`src/hw/rtl/crosspoint_switch_matrix_controller_defines.svh`:
```
// ----------------------------------------------------------------------------
// Crosspoint switch matrix controller: assertion macros
// Concurrent checks that compile away when SYNTH is set.
// ----------------------------------------------------------------------------
`ifndef CROSSPOINT_SWITCH_MATRIX_CONTROLLER_DEFINES_SVH
`define CROSSPOINT_SWITCH_MATRIX_CONTROLLER_DEFINES_SVH

`ifndef SYNTH
`define CSMC_ASSERT(lbl, clk, rst, prop) \
  lbl: assert property (@(posedge clk) disable iff (rst) prop) \
    else $error("csmc assertion failed");
`define CSMC_NEVER(lbl, clk, rst, expr) \
  lbl: assert property (@(posedge clk) disable iff (rst) !(expr)) \
    else $error("csmc forbidden condition");
`else
`define CSMC_ASSERT(lbl, clk, rst, prop)
`define CSMC_NEVER(lbl, clk, rst, expr)
`endif

`endif

```
`src/hw/rtl/csmc_pkg.sv`:
```
`timescale 1ns / 1ps
// ----------------------------------------------------------------------------
// Crosspoint switch matrix controller package
// Field widths, opcodes, port groups and controller/datapath interface types.
// ----------------------------------------------------------------------------
package csmc_pkg;

  localparam int OP_W     = 3;
  localparam int PROC_W   = 3;
  localparam int PORT_W   = 4;
  localparam int ROW_W    = 2;
  localparam int XP_W     = 14;
  localparam int CNT_W    = 8;
  localparam int NUM_ROWS = 4;

  localparam int CHANGE_RANGE_DEF = 256;

  // APB
  localparam int ADDR_W = 3;
  localparam int DATA_W = 32;
  localparam logic REG_MATRIX_TYPE = 1'b0;   // register index, paddr[2]

  // Matrix geometry per type
  localparam logic [PROC_W-1:0] ROWS_T0  = 3'd4;
  localparam logic [PROC_W-1:0] ROWS_T1  = 3'd2;
  localparam logic [PORT_W-1:0] PORTS_T0 = 4'd9;
  localparam logic [PORT_W-1:0] PORTS_T1 = 4'd14;

  // Type 1 port groups
  localparam logic [PORT_W-1:0] TX_LAST     = 4'd4;
  localparam logic [PORT_W-1:0] PORT_UNUSED = 4'd5;
  localparam logic [PORT_W-1:0] RX_LAST     = 4'd9;
  localparam logic [XP_W-1:0]   TX_MASK     = 14'h001F;  // ports 0-4
  localparam logic [XP_W-1:0]   RX_MASK     = 14'h03C0;  // ports 6-9
  localparam logic [XP_W-1:0]   DX_MASK     = 14'h3C00;  // ports 10-13

  typedef enum logic [OP_W-1:0] {
    OP_CONNECT    = 3'd0,
    OP_DISCONNECT = 3'd1,
    OP_VERIFY     = 3'd2,
    OP_VALIDATE   = 3'd3,
    OP_CLEAR      = 3'd4,
    OP_READ_ROWS  = 3'd5,
    OP_SET_LOCAL  = 3'd6
  } op_t;

  localparam logic STATUS_OK = 1'b0;
  localparam logic STATUS_KO = 1'b1;

  typedef struct packed {
    logic             capture;      // latch the input item
    logic             exec_single;  // run command, load one result
    logic             emit_row;     // load read-rows result for row_idx
    logic [ROW_W-1:0] row_idx;
  } dp_cmd_t;

  typedef struct packed {
    logic is_read;    // captured command is read rows
    logic last_row;   // row_idx is the last active row
  } dp_stat_t;

endpackage

```
`src/hw/rtl/crosspoint_switch_matrix_controller.sv`:
```
`timescale 1ns / 1ps
// ----------------------------------------------------------------------------
// Crosspoint switch matrix controller
// An accepted item is captured, then executed in S_EXEC, where its result is loaded.
// A new item is taken only once the last has left execute; read rows loads one
//   result per active row (2 or 4), one per cycle while the output is not stalled.
// A stalled output holds the sequencer in execute until the result is taken.
// Reset (sync, active high): matrix, change counter, local flag, type cleared.
// ----------------------------------------------------------------------------
module crosspoint_switch_matrix_controller #(
  parameter int CHANGE_RANGE = csmc_pkg::CHANGE_RANGE_DEF
) (
  input  logic                          clk,
  input  logic                          rst,
  // APB configuration
  input  logic                          psel,
  input  logic                          penable,
  input  logic                          pwrite,
  input  logic [csmc_pkg::ADDR_W-1:0]   paddr,
  input  logic [csmc_pkg::DATA_W-1:0]   pwdata,
  output logic [csmc_pkg::DATA_W-1:0]   prdata,
  output logic                          pready,
  // command input
  input  logic                          in_valid,
  output logic                          in_ready,
  input  logic [csmc_pkg::OP_W-1:0]     opcode,
  input  logic [csmc_pkg::PROC_W-1:0]   processor_index,
  input  logic [csmc_pkg::PORT_W-1:0]   port_index,
  input  logic                          local_value,
  // result output
  output logic                          out_valid,
  input  logic                          out_ready,
  output logic                          status,
  output logic [csmc_pkg::ROW_W-1:0]    row_number,
  output logic [csmc_pkg::XP_W-1:0]     row_bits,
  output logic [csmc_pkg::CNT_W-1:0]    change_count,
  output logic                          local_mode,
  output logic                          last
);
  import csmc_pkg::*;

  logic     matrix_type;
  logic     reg_sel;
  dp_cmd_t  cmd;
  dp_stat_t stat;

  assign pready  = 1'b1;
  assign reg_sel = (paddr[2] == REG_MATRIX_TYPE);

  always_ff @(posedge clk) begin
    if (rst) begin
      matrix_type <= 1'b0;
    end else if (psel && penable && pwrite && pready && reg_sel) begin
      matrix_type <= pwdata[0];
    end
  end

  assign prdata = reg_sel ? {{(DATA_W-1){1'b0}}, matrix_type} : '0;

  csmc_ctrl u_ctrl (
    .clk       (clk),
    .rst       (rst),
    .in_valid  (in_valid),
    .in_ready  (in_ready),
    .out_valid (out_valid),
    .out_ready (out_ready),
    .cmd       (cmd),
    .stat      (stat)
  );

  csmc_datapath #(
    .CHANGE_RANGE (CHANGE_RANGE)
  ) u_datapath (
    .clk             (clk),
    .rst             (rst),
    .cmd             (cmd),
    .stat            (stat),
    .matrix_type     (matrix_type),
    .opcode          (opcode),
    .processor_index (processor_index),
    .port_index      (port_index),
    .local_value     (local_value),
    .status          (status),
    .row_number      (row_number),
    .row_bits        (row_bits),
    .change_count    (change_count),
    .local_mode      (local_mode),
    .last            (last)
  );

endmodule

```
`src/hw/rtl/csmc_datapath.sv`:
```
`timescale 1ns / 1ps
// ----------------------------------------------------------------------------
// Crosspoint switch matrix datapath
// Command capture, crosspoint matrix, change counter, local flag, result regs.
// ----------------------------------------------------------------------------
module csmc_datapath #(
  parameter int CHANGE_RANGE = csmc_pkg::CHANGE_RANGE_DEF
) (
  input  logic                          clk,
  input  logic                          rst,
  input  csmc_pkg::dp_cmd_t             cmd,
  output csmc_pkg::dp_stat_t            stat,
  input  logic                          matrix_type,
  input  logic [csmc_pkg::OP_W-1:0]     opcode,
  input  logic [csmc_pkg::PROC_W-1:0]   processor_index,
  input  logic [csmc_pkg::PORT_W-1:0]   port_index,
  input  logic                          local_value,
  output logic                          status,
  output logic [csmc_pkg::ROW_W-1:0]    row_number,
  output logic [csmc_pkg::XP_W-1:0]     row_bits,
  output logic [csmc_pkg::CNT_W-1:0]    change_count,
  output logic                          local_mode,
  output logic                          last
);
  import csmc_pkg::*;

  localparam logic [CNT_W:0] RANGE_EXT = (CNT_W+1)'(CHANGE_RANGE);

  // captured item
  logic [OP_W-1:0]   op_q;
  logic [PROC_W-1:0] proc_q;
  logic [PORT_W-1:0] port_q;
  logic              lv_q;

  // architectural state
  logic [XP_W-1:0]  xp   [NUM_ROWS];
  logic [CNT_W-1:0] cnt;
  logic             loc;

  logic [XP_W-1:0]  xp_next  [NUM_ROWS];
  logic [CNT_W-1:0] cnt_next;
  logic             loc_next;
  logic             st_next;

  logic [XP_W-1:0]     pmask;
  logic [XP_W-1:0]     pbit;
  logic [NUM_ROWS-1:0] active;
  logic                row_ok;
  logic                port_ok;
  logic                held;
  logic                bad;
  logic                found;
  logic [ROW_W-1:0]    prow;
  logic [ROW_W-1:0]    orow;
  logic [XP_W-1:0]     rsel;
  logic [XP_W-1:0]     lowbit;
  logic [XP_W-1:0]     rv, tx, rx, dx;
  logic [CNT_W:0]      sum1, sum2;
  logic [CNT_W-1:0]    cnt_p1, cnt_p2;

  function automatic logic multi(input logic [XP_W-1:0] v);
    return |(v & (v - XP_W'(1)));
  endfunction

  assign pmask   = matrix_type ? XP_W'((1 << 14) - 1) : XP_W'((1 << 9) - 1);
  assign active  = matrix_type ? 4'b0011 : 4'b1111;
  assign row_ok  = proc_q < (matrix_type ? ROWS_T1 : ROWS_T0);
  assign port_ok = port_q < (matrix_type ? PORTS_T1 : PORTS_T0);
  assign pbit    = XP_W'(1) << port_q;
  assign prow    = proc_q[ROW_W-1:0];
  assign orow    = prow ^ ROW_W'(1);
  assign rsel    = xp[prow] & pmask;
  assign lowbit  = rsel & (~rsel + XP_W'(1));

  // wrapping counter, advanced by one or by two
  assign sum1   = {1'b0, cnt} + (CNT_W+1)'(1);
  assign sum2   = {1'b0, cnt} + (CNT_W+1)'(2);
  assign cnt_p1 = (sum1 >= RANGE_EXT) ? CNT_W'(sum1 - RANGE_EXT) : sum1[CNT_W-1:0];
  assign cnt_p2 = (sum2 >= RANGE_EXT) ? CNT_W'(sum2 - RANGE_EXT) : sum2[CNT_W-1:0];

  always_comb begin
    held = 1'b0;
    for (int i = 0; i < NUM_ROWS; i++) begin
      if (active[i] && ((xp[i] & pbit) != '0)) held = 1'b1;
    end
  end

  always_comb begin
    bad = 1'b0;
    rv  = '0;
    tx  = '0;
    rx  = '0;
    dx  = '0;
    for (int i = 0; i < NUM_ROWS; i++) begin
      rv = xp[i] & pmask;
      tx = rv & TX_MASK;
      rx = rv & RX_MASK;
      dx = rv & DX_MASK;
      if (active[i]) begin
        if (!matrix_type) begin
          if (multi(rv)) bad = 1'b1;
        end else begin
          if ((dx == '0) && (multi(tx) || multi(rx))) bad = 1'b1;
          if ((dx != '0) && !multi(dx) && ((tx | rx) != '0)) bad = 1'b1;
        end
      end
    end
  end

  always_comb begin
    xp_next  = xp;
    cnt_next = cnt;
    loc_next = loc;
    st_next  = STATUS_OK;
    found    = 1'b0;
    case (op_q)
      OP_CONNECT: begin
        if (!row_ok || !port_ok) begin
          st_next = STATUS_KO;
        end else begin
          cnt_next = cnt_p2;
          if (!matrix_type) begin
            // drop the row's lowest port, then the first row holding the port
            xp_next[prow] = xp[prow] & ~lowbit;
            for (int i = 0; i < NUM_ROWS; i++) begin
              if (!found && ((xp_next[i] & pbit) != '0)) begin
                xp_next[i] = xp_next[i] & ~pbit;
                found      = 1'b1;
              end
            end
            xp_next[prow] = xp_next[prow] | pbit;
          end else if (port_q == PORT_UNUSED) begin
            st_next = STATUS_KO;
          end else begin
            if (port_q <= TX_LAST) begin
              xp_next[prow] = xp[prow] & ~(TX_MASK | DX_MASK);
            end else if (port_q <= RX_LAST) begin
              xp_next[prow] = xp[prow] & ~(RX_MASK | DX_MASK);
            end else begin
              xp_next[prow] = '0;
            end
            xp_next[orow] = xp[orow] & ~pbit;
            xp_next[prow] = xp_next[prow] | pbit;
          end
        end
      end
      OP_DISCONNECT: begin
        if (!port_ok) begin
          st_next = STATUS_KO;
        end else begin
          for (int i = 0; i < NUM_ROWS; i++) begin
            if (active[i]) xp_next[i] = xp[i] & ~pbit;
          end
          cnt_next = cnt_p1;
          st_next  = held ? STATUS_OK : STATUS_KO;
        end
      end
      OP_VERIFY: begin
        st_next = (!port_ok || held) ? STATUS_KO : STATUS_OK;
      end
      OP_VALIDATE: begin
        st_next = bad ? STATUS_KO : STATUS_OK;
      end
      OP_CLEAR: begin
        for (int i = 0; i < NUM_ROWS; i++) xp_next[i] = '0;
        cnt_next = cnt_p1;
      end
      OP_READ_ROWS: begin
        st_next = STATUS_OK;
      end
      OP_SET_LOCAL: begin
        loc_next = lv_q;
        cnt_next = cnt_p1;
      end
      default: begin
        st_next = STATUS_KO;
      end
    endcase
  end

  assign stat.is_read  = (op_q == OP_READ_ROWS);
  assign stat.last_row = (cmd.row_idx == (matrix_type ? ROW_W'(1) : ROW_W'(3)));

  always_ff @(posedge clk) begin
    if (rst) begin
      for (int i = 0; i < NUM_ROWS; i++) xp[i] <= '0;
      cnt <= '0;
      loc <= 1'b0;
    end else if (cmd.exec_single) begin
      xp  <= xp_next;
      cnt <= cnt_next;
      loc <= loc_next;
    end
  end

  always_ff @(posedge clk) begin
    if (cmd.capture) begin
      op_q   <= opcode;
      proc_q <= processor_index;
      port_q <= port_index;
      lv_q   <= local_value;
    end
  end

  // result register
  always_ff @(posedge clk) begin
    if (cmd.exec_single) begin
      status       <= st_next;
      row_number   <= '0;
      row_bits     <= '0;
      change_count <= cnt_next;
      local_mode   <= loc_next;
      last         <= 1'b1;
    end else if (cmd.emit_row) begin
      status       <= STATUS_OK;
      row_number   <= cmd.row_idx;
      row_bits     <= xp[cmd.row_idx] & pmask;
      change_count <= cnt;
      local_mode   <= loc;
      last         <= stat.last_row;
    end
  end

endmodule

```
`src/hw/rtl/csmc_ctrl.sv`:
```
`timescale 1ns / 1ps
// ----------------------------------------------------------------------------
// Crosspoint switch matrix controller FSM
// Sequences capture, execute and row readout; owns the output valid flag.
// ----------------------------------------------------------------------------
`include "crosspoint_switch_matrix_controller_defines.svh"

module csmc_ctrl (
  input  logic                clk,
  input  logic                rst,
  input  logic                in_valid,
  output logic                in_ready,
  output logic                out_valid,
  input  logic                out_ready,
  output csmc_pkg::dp_cmd_t   cmd,
  input  csmc_pkg::dp_stat_t  stat
);
  import csmc_pkg::*;

  typedef enum logic {S_IDLE, S_EXEC} state_t;

  state_t           state;
  logic [ROW_W-1:0] row_idx;
  logic             out_free;
  logic             load;

  assign in_ready = (state == S_IDLE);
  assign out_free = !out_valid || out_ready;

  always_comb begin
    cmd.capture     = in_valid && in_ready;
    cmd.exec_single = 1'b0;
    cmd.emit_row    = 1'b0;
    cmd.row_idx     = row_idx;
    if (state == S_EXEC && out_free) begin
      cmd.exec_single = !stat.is_read;
      cmd.emit_row    = stat.is_read;
    end
  end

  assign load = cmd.exec_single || cmd.emit_row;

  always_ff @(posedge clk) begin
    if (rst) begin
      state     <= S_IDLE;
      row_idx   <= '0;
      out_valid <= 1'b0;
    end else begin
      if (load) begin
        out_valid <= 1'b1;
      end else if (out_ready) begin
        out_valid <= 1'b0;
      end
      case (state)
        S_IDLE: begin
          if (in_valid) state <= S_EXEC;
        end
        S_EXEC: begin
          if (cmd.exec_single) begin
            state <= S_IDLE;
          end else if (cmd.emit_row) begin
            if (stat.last_row) begin
              state   <= S_IDLE;
              row_idx <= '0;
            end else begin
              row_idx <= row_idx + ROW_W'(1);
            end
          end
        end
        default: state <= S_IDLE;
      endcase
    end
  end

  `CSMC_ASSERT(a_accept_to_exec, clk, rst, (in_valid && in_ready) |=> (state == S_EXEC))
  `CSMC_NEVER(a_idle_row_zero, clk, rst, (state == S_IDLE) && (row_idx != '0))
  `CSMC_ASSERT(a_last_row_done, clk, rst, (cmd.emit_row && stat.last_row) |=> (state == S_IDLE))
  `CSMC_NEVER(a_no_overwrite, clk, rst, load && out_valid && !out_ready)

endmodule

```
`config.mk`:
```
export PLATFORM = sky130hd
export DESIGN_NAME = crosspoint_switch_matrix_controller
export DESIGN_NICKNAME = d
export VERILOG_FILES = /design/src/hw/rtl/csmc_pkg.sv /design/src/hw/rtl/crosspoint_switch_matrix_controller.sv /design/src/hw/rtl/csmc_datapath.sv /design/src/hw/rtl/csmc_ctrl.sv
export VERILOG_INCLUDE_DIRS = /design/src /design/src/hw/rtl
export SDC_FILE = /design/constraint.sdc
export NUM_CORES = 1
export LEC_CHECK = 0
export BUFFER_PORTS_ARGS = -buffer_cell sky130_fd_sc_hd__buf_2
export CORE_UTILIZATION = 45
export CTS_BUF_LIST = sky130_fd_sc_hd__clkbuf_4
export DETAILED_ROUTE_END_ITERATION = 8
export SLEW_MARGIN = 20
export SYNTH_ARGS = -nofsm -noshare
export SYNTH_HDL_FRONTEND = slang
export SYNTH_SLANG_ARGS = --single-unit
export TNS_END_PERCENT = 10
```
`constraint.sdc`:
```
create_clock -name clk -period 4.63 [get_ports clk]
set_input_delay 0.463 -clock clk [delete_from_list [all_inputs] [get_ports clk]]
set_output_delay 0.463 -clock clk [all_outputs]
set_load 0.005 [all_outputs]
```
# [Word-level counts from Yosys, hierarchy flattened]
# Index checks and enable logic that the tools add are counted.
[totals] register_bits=108 latch_bits=0 mem_bits_rw=0 rom_bits=0 input_bits=53 output_inout_bits=62 word_cells=347 n_memories=0
[classes] addsub=22 mul=0 div_mod_pow=0 magnitude_cmp=11 eq_ne=15 shift=1 mux=127 bitwise=59 reduce_logical=92
[ops] cell="$mux 56" n=10
[ops] cell="$and 14x14->14" n=33
[ops] cell="$mux 14" n=33
[ops] cell="$bwmux 56" n=6
[ops] cell="$reduce_bool 14->1" n=16
[ops] cell="$reduce_or 14->1" n=16
[ops] cell="$pmux 56 s3" n=1
[ops] cell="$bmux 14 s2" n=5
[ops] cell="$sub 14x1->14 const B" n=8
[ops] cell="$and 10x14->14" n=4
[ops] cell="$and 5x14->14" n=4
[ops] cell="$and 56x56->56" n=1
[ops] cell="$demux 14 s2" n=2
[ops] cell="$logic_not 14->1" n=4
[ops] cell="$not 56->56" n=1
[ops] cell="$mux 1" n=55
[ops] cell="$mux 8" n=6
[ops] cell="$sub 10x1->11 const B" n=4
[ops] cell="$not 14->14" n=3
[ops] cell="$or 5x10->10" n=4
[ops] cell="$or 14x14->14" n=2
[ops] cell="$logic_and 1x1->1" n=26
[ops] cell="$pmux 8 s3" n=1
[ops] cell="$reduce_and 6->1" n=4
[ops] cell="other kinds (37)" n=78

# [Logic depth before layout (Yosys ltp)]
[depth] word_depth=43 ltp_mapped=17 ltp_nobuf=11

# [By module]
# From an unflattened synthesis, not the netlist that was laid out.
[hier_totals] hier_cells=1345 hier_area_um2=9928.3
[by_module_without_submodules] mod="csmc_datapath" instances=1 cells_each=1280 area_per_inst_um2=9411.5 seq_area_each_um2=2272.2
[by_module_without_submodules] mod="crosspoint_switch_matrix_controller" instances=1 cells_each=40 area_per_inst_um2=309.0 seq_area_each_um2=20.0
[by_module_without_submodules] mod="csmc_ctrl" instances=1 cells_each=25 area_per_inst_um2=207.7 seq_area_each_um2=80.1

# [Least setup slack after synthesis]
# Ideal clock, no wire load.
[synth_timing] kind="reg-to-reg" startpoint="reg matrix_type" endpoint="reg u_datapath.xp[10] (netlist bit)" setup_ns=0.134 t_arrival_ns=3.612 required_ns=4.496 setup_slack_ns=0.885 stages_incl_launch_ff=17 n_path_buf=6 period_less_slack_ns=3.745 path_cell_list="dfxtp_1 -> clkbuf_1 -> clkbuf_1 -> inv_1 -> clkbuf_1 -> buf_1 -> ha_1 -> o21a_1 -> o21a_1 -> o21ai_1 -> a21o_1 -> clkbuf_1 -> and3_1 -> clkbuf_1 -> o21ai_0 -> a211oi_1 -> a211oi_2"
[synth_between] elab_chain_len=40 elab_cells_between_ends=75 cone_classes="add/sub (1); order compare (2); eq/ne (4); mux (40); bitwise (14); reduce/logical (14)"
[synth_lines] item="start, declared" line_no="crosspoint_switch_matrix_controller.sv:42" rtl="logic matrix_type;"
[synth_lines] item="start signal, assigned" line_no="crosspoint_switch_matrix_controller.sv:54" rtl="matrix_type <= pwdata[0];"
[synth_lines] item="$mux 14" line_no="csmc_datapath.sv:65" rtl="assign pmask = matrix_type ? XP_W'((1 << 14) - 1) : XP_W'((1 << 9) - 1);"
[synth_lines] item="$and 14x14->14" line_no="csmc_datapath.sv:72" rtl="assign rsel = xp[prow] & pmask;"
[synth_lines] item="$not 14->14" line_no="csmc_datapath.sv:73" rtl="assign lowbit = rsel & (~rsel + XP_W'(1));"
[synth_lines] item="$add 14x1->14" line_no="csmc_datapath.sv:73"
[synth_lines] item="$and 14x14->14" line_no="csmc_datapath.sv:73"
[synth_lines] item="$not 14->14" line_no="csmc_datapath.sv:124" rtl="xp_next[prow] = xp[prow] & ~lowbit;"
[synth_lines] item="$and 14x14->14" line_no="csmc_datapath.sv:124"
[synth_lines] item="$bwmux 56" line_no="csmc_datapath.sv:124"
[synth_lines] item="[... 23 more ...]"
[synth_lines] item="$mux 14" line_no="csmc_datapath.sv:116" rtl="case (op_q)"
[synth_lines] item="$bmux 14 s2" line_no="csmc_datapath.sv:131" rtl="xp_next[prow] = xp_next[prow] | pbit;"
[synth_lines] item="$mux 14 (implied by the code) (2 in a row)" line_no="csmc_datapath.sv:131"
[synth_lines] item="$or 14x14->14" line_no="csmc_datapath.sv:131"
[synth_lines] item="$bwmux 56" line_no="csmc_datapath.sv:131"
[synth_lines] item="$mux 56" line_no="csmc_datapath.sv:122" rtl="if (!matrix_type) begin"
[synth_lines] item="$mux 56" line_no="csmc_datapath.sv:118" rtl="if (!row_ok || !port_ok) begin"
[synth_lines] item="$pmux 56 s3" line_no="csmc_datapath.sv:116"
[synth_lines] item="end signal, assigned" line_no="csmc_datapath.sv:190" rtl="xp <= xp_next;"
[synth_lines] item="end, declared" line_no="csmc_datapath.sv:36" rtl="logic [XP_W-1:0] xp [NUM_ROWS];"
# Parallel ways exist; a longest one is shown, timed or not. The select of a mux whose other input is x is not followed.
# A chain may end at the register's enable or synchronous reset.

# [Final worst setup path]
[layout_timing] startpoint="reg u_datapath.proc_q[0]" endpoint="reg u_datapath.xp[0] (netlist bit)"
[layout_between] elab_chain_len=43 elab_cells_between_ends=103 cone_classes="add/sub (1); order compare (5); eq/ne (1); mux (60); bitwise (21); reduce/logical (15)"
[layout_lines] item="start, declared" line_no="csmc_datapath.sv:31" rtl="logic [PROC_W-1:0] proc_q;"
[layout_lines] item="start signal, assigned" line_no="csmc_datapath.sv:199" rtl="proc_q <= processor_index;"
[layout_lines] item="$not 2->3"
[layout_lines] item="$bmux 14 s2" line_no="csmc_datapath.sv:72, csmc_datapath.sv:124, csmc_datapath.sv:138"
[layout_lines] item="$mux 14 (implied by the code)" line_no="csmc_datapath.sv:72, csmc_datapath.sv:124"
[layout_lines] item="$mux 14"
[layout_lines] item="$and 14x14->14" line_no="csmc_datapath.sv:72"
[layout_lines] item="$not 14->14" line_no="csmc_datapath.sv:73"
[layout_lines] item="$add 14x1->14" line_no="csmc_datapath.sv:73"
[layout_lines] item="$and 14x14->14" line_no="csmc_datapath.sv:73"
[layout_lines] item="[... 26 more ...]"
[layout_lines] item="$mux 14" line_no="csmc_datapath.sv:116"
[layout_lines] item="$bmux 14 s2" line_no="csmc_datapath.sv:131"
[layout_lines] item="$mux 14 (implied by the code) (2 in a row)" line_no="csmc_datapath.sv:131"
[layout_lines] item="$or 14x14->14" line_no="csmc_datapath.sv:131"
[layout_lines] item="$bwmux 56" line_no="csmc_datapath.sv:131"
[layout_lines] item="$mux 56" line_no="csmc_datapath.sv:122"
[layout_lines] item="$mux 56" line_no="csmc_datapath.sv:118"
[layout_lines] item="$pmux 56 s3" line_no="csmc_datapath.sv:116"
# Parallel ways exist; a longest one is shown, timed or not. The select of a mux whose other input is x is not followed.

==> key figures <==
Outcome
  – Status: finished clean

Timing
  – Final hold viol count: 0
  – Clock skew: 18.9 ps
  – Setup violations, final: 0
  – Worst Max-Slew Pin Slew: around 1200 ps
  – Final Max Tran Viols: 0
  – Period utilisation layout: 90.9%
  – Sum Neg Setup Slack: 0 ps
  – Relative slew slack: 21.3%
  – RSZ-0062 raised after global routing: no
  – Hold_ws: approximately 83 ps
  – FMAX: ~240 MHz
  – Post-layout min period: 4210 ps

Global routing
  – First-pass GRT wire length: 63,900 microns
  – Vias in the first global route: 10,203
  – Largest net degree at the start of global routing: 48
  – Initial antenna violation count: 3
  – Grt ovf: 0
  – GRT Total Usage: 38.6%

Pwr
  – Worst VDD drop: 0.106 mV
  – PwrDens: 186 nW/um^2
  – Lkg Pwr: 3.83 nW
  – Tot Pwr: 1.95 mW

Cells and area
  – Area delta synth->final: 7.45%
  – Post-route cell area: 10,500 sq um
  – NumNets Final: 1,356
  – Layout cell share with drive strength beyond 1: 16.0%

Drt
  – Final ANT Viol Nets: 0
  – Via-per-instance ratio: 7.05
  – Remaining DRCs: 0
  – First-pass DRT Iterations: 7
  – Vias post-DR: 11,142
  – Total wire length: 42,500 microns
  – Initial DRC count: approximately 1,800
  – DR WL/cell: 26.9 microns

Place
  – GP Congestion: about 1.0
  – Port bufs: 49
  – Placed cell areas: between 10,000 and 15,000 sq um
  – DP HPWL: 29,600 microns

Setup path
  – CP arrival: 4660 ps
  – Setup CP Type: reg2reg
  – Startpoint Class: register
  – Worst Path Required: between 5000 and 6000 ps
  – Maximum fanout along the worst path: 44
  – CP endpoint kind: register

Floorplan
  – Starting Density: between 40 and 50%
  – Io pins: 115
  – Cell Rows: 53
  – Die Span Y: 149 microns
  – Die width: roughly 150 microns
  – Die ar.: between 20,000 and 25,000 sq um
  – Area of the core: 21,100 sq um

Clock tree
  – Htree depth: 3
  – Clock root buffer: clkbuf_4
  – CTS buffer count: 9
  – Worst-skew pair later-pin latency: 550 ps
  – Post-CTS setup buffers: 0
  – CTS tree: yes
  – Clock Tree Buf Depth: 2
  – # resized after CTS: 0
  – Clk pin slew, worst setup/hold paths: 190 ps
  – Clock Sinks: 108
  – CTS Hold Bufs: 0

Flow run
  – Max-cap violation count: 0

Yosys
  – Mean area per synthesized cell: between 7 and 8 sq um
  – Post-synth top flop: dfxtp_1
  – Synthesized instance count: 1,302
  – Async set-reset flop share out of synthesis: 0%
  – Area of the mapped netlist: 9730 sq um
  – Post-synthesis sequential area ratio: about a quarter
  – Yosys reg bits: ~110
  – Netlist cell types: 90
  – Number of synthesized flops with an enable pin: 21
  – Yosys warnings: 0

Min path
  – Worst Hold Class: in2reg
-- where the power goes --
group / internal, mW / switching (mW)
sequential: 0.981 / 0.0238
combinational: 0.117 / 0.286
clock: 0.132 / 0.409
-- metrics by stage --
| stage | instances | setup slack [ps] | utilization, % |
|---|---|---|---|
| 6_report | 1580 | 421 | 49.6 |
| 5_1_grt | 1579 | 295 | 49.6 |
| 4_1_cts | 1578 | 535 | 49.5 |
| 3_5_place_dp | 1562 | 560 | 48.8 |
| 3_3_place_gp | 1562 | 621 | 48.8 |
| 2_1_floorplan | 1332 | 885 | - |
-- placed cells by master (no fill, tap or decap), types with 8 or more instances in the layout --
cell type,Yosys,layout
o21ai_0,157,157
nand2_1,125,125
nor2_1,105,105
a21oi_1,100,100
dfxtp_1,87,86
buf_4,33,79
buf_2,3,49
nand3_1,34,34
conb_1,2,32
o211ai_1,28,28
mux4_2,25,25
nor3_1,23,22
a22oi_1,21,21
edfxtp_1,21,21
a31oi_1,20,20
a221oi_1,20,20
a22o_1,19,19
nand2b_1,17,17
and2_1,17,17
a211oi_1,17,17
inv_1,15,15
nor4_1,14,14
and3_1,11,11
o31ai_1,11,11
mux2i_1,11,11
nor2b_1,11,10
nand4_1,10,10
o21a_1,9,9
o21ai_1,9,9
o22ai_1,9,9
o311ai_1,9,9
clkbuf_4,0,9
or2_2,8,8
a21o_1,8,8
o2111ai_1,8,8
-- worst paths after layout --
check / startpoint / end / slack, ps / depth (start not counted)
min: processor_index[2] / u_datapath.proc_q[2] / 80 / 1
min reg2reg: u_datapath.row_number[0] / u_datapath.row_number[0] / 460 / 2
max: u_datapath.proc_q[0] / u_datapath.xp[0] / 420 / 10
max reg2reg: u_datapath.proc_q[0] / u_datapath.xp[0] / 420 / 10
-- synth_stat cells, types with 21 or more instances --
library cell	instances	share of area [%]
o211ai_1	28	2.2
a22oi_1	21	1.6
buf_4	33	2.5
edfxtp_1	21	6.5
o21ai_0	157	8.1
dfxtp_1	87	18
nand3_1	34	1.7
clkbuf_1	123	4.7
nor3_1	23	1.2
a21oi_1	100	5.1
nand2_1	125	4.8
mux4_2	25	5.8
nor2_1	105	4.1
-- area by class of cell --
class | instances | area [sq um]
Antenna cell | 2 | 5.00
Sequential cell | 108 | 2370
Multi-Input combinational cell | 1032 | 6650
Fill cell | 2148 | 10600
Inverter | 17 | 63.8
Clock buffer | 9 | 67.6
Clock inverter | 7 | 75.1
Timing Repair Buffer | 130 | 878
Tap cell | 275 | 344
-- critical path, stage by stage, from the launching register on --
cell and delay [ps]:
edfxtp_1 420, buf_12 270, mux4_2 610, nor3_2 450, nand3_4 280, o311ai_4 400
a21oi_1 160, nor4_4 530, nand4_4 440, a2111oi_0 420, o21ai_1 100
-- cell families after synthesis --
| family | after synthesis | synth area share [%] |
|---|---|---|
| AOI/OAI and AO/OA | 513 | 34.6 |
| and+or+nand+nor | 426 | 22.4 |
| buffers and inverters | 192 | 8.95 |
| DFF | 108 | 24.4 |
| muxes | 41 | 7.50 |
| xor gates and xnor gates | 11 | 0.990 |
| adders and majority gates | 9 | 1.05 |
| other | 2 | 0.0772 |
-- layer usage --
layer / up-vias / share of wire, % / GRT usage, %
li1: 4882 / - / -
met1: 5224 / 39 / 51.8
met2: 854 / 42 / 56.3
met3: 180 / 13 / 9.39
met4: 2 / 5.9 / 21.5
met5: - / 0.042 / 0.682
-- sequential cells by signal, indices dropped and copies added (netlist names) --
name,flops
u_datapath.row_bits,14
u_datapath.op_q,3
u_datapath.loc,1
u_datapath.last,1
matrix_type,1
u_ctrl.state,1
u_datapath.proc_q,3
u_ctrl.row_idx,2
u_datapath.change_count,8
u_datapath.cnt,8
u_datapath.lv_q,1
u_datapath.row_number,2
u_datapath.xp,56
u_datapath.port_q,4
u_datapath.status,1
u_datapath.local_mode,1
u_ctrl.out_valid,1
Power figures use the tool's default switching activity.
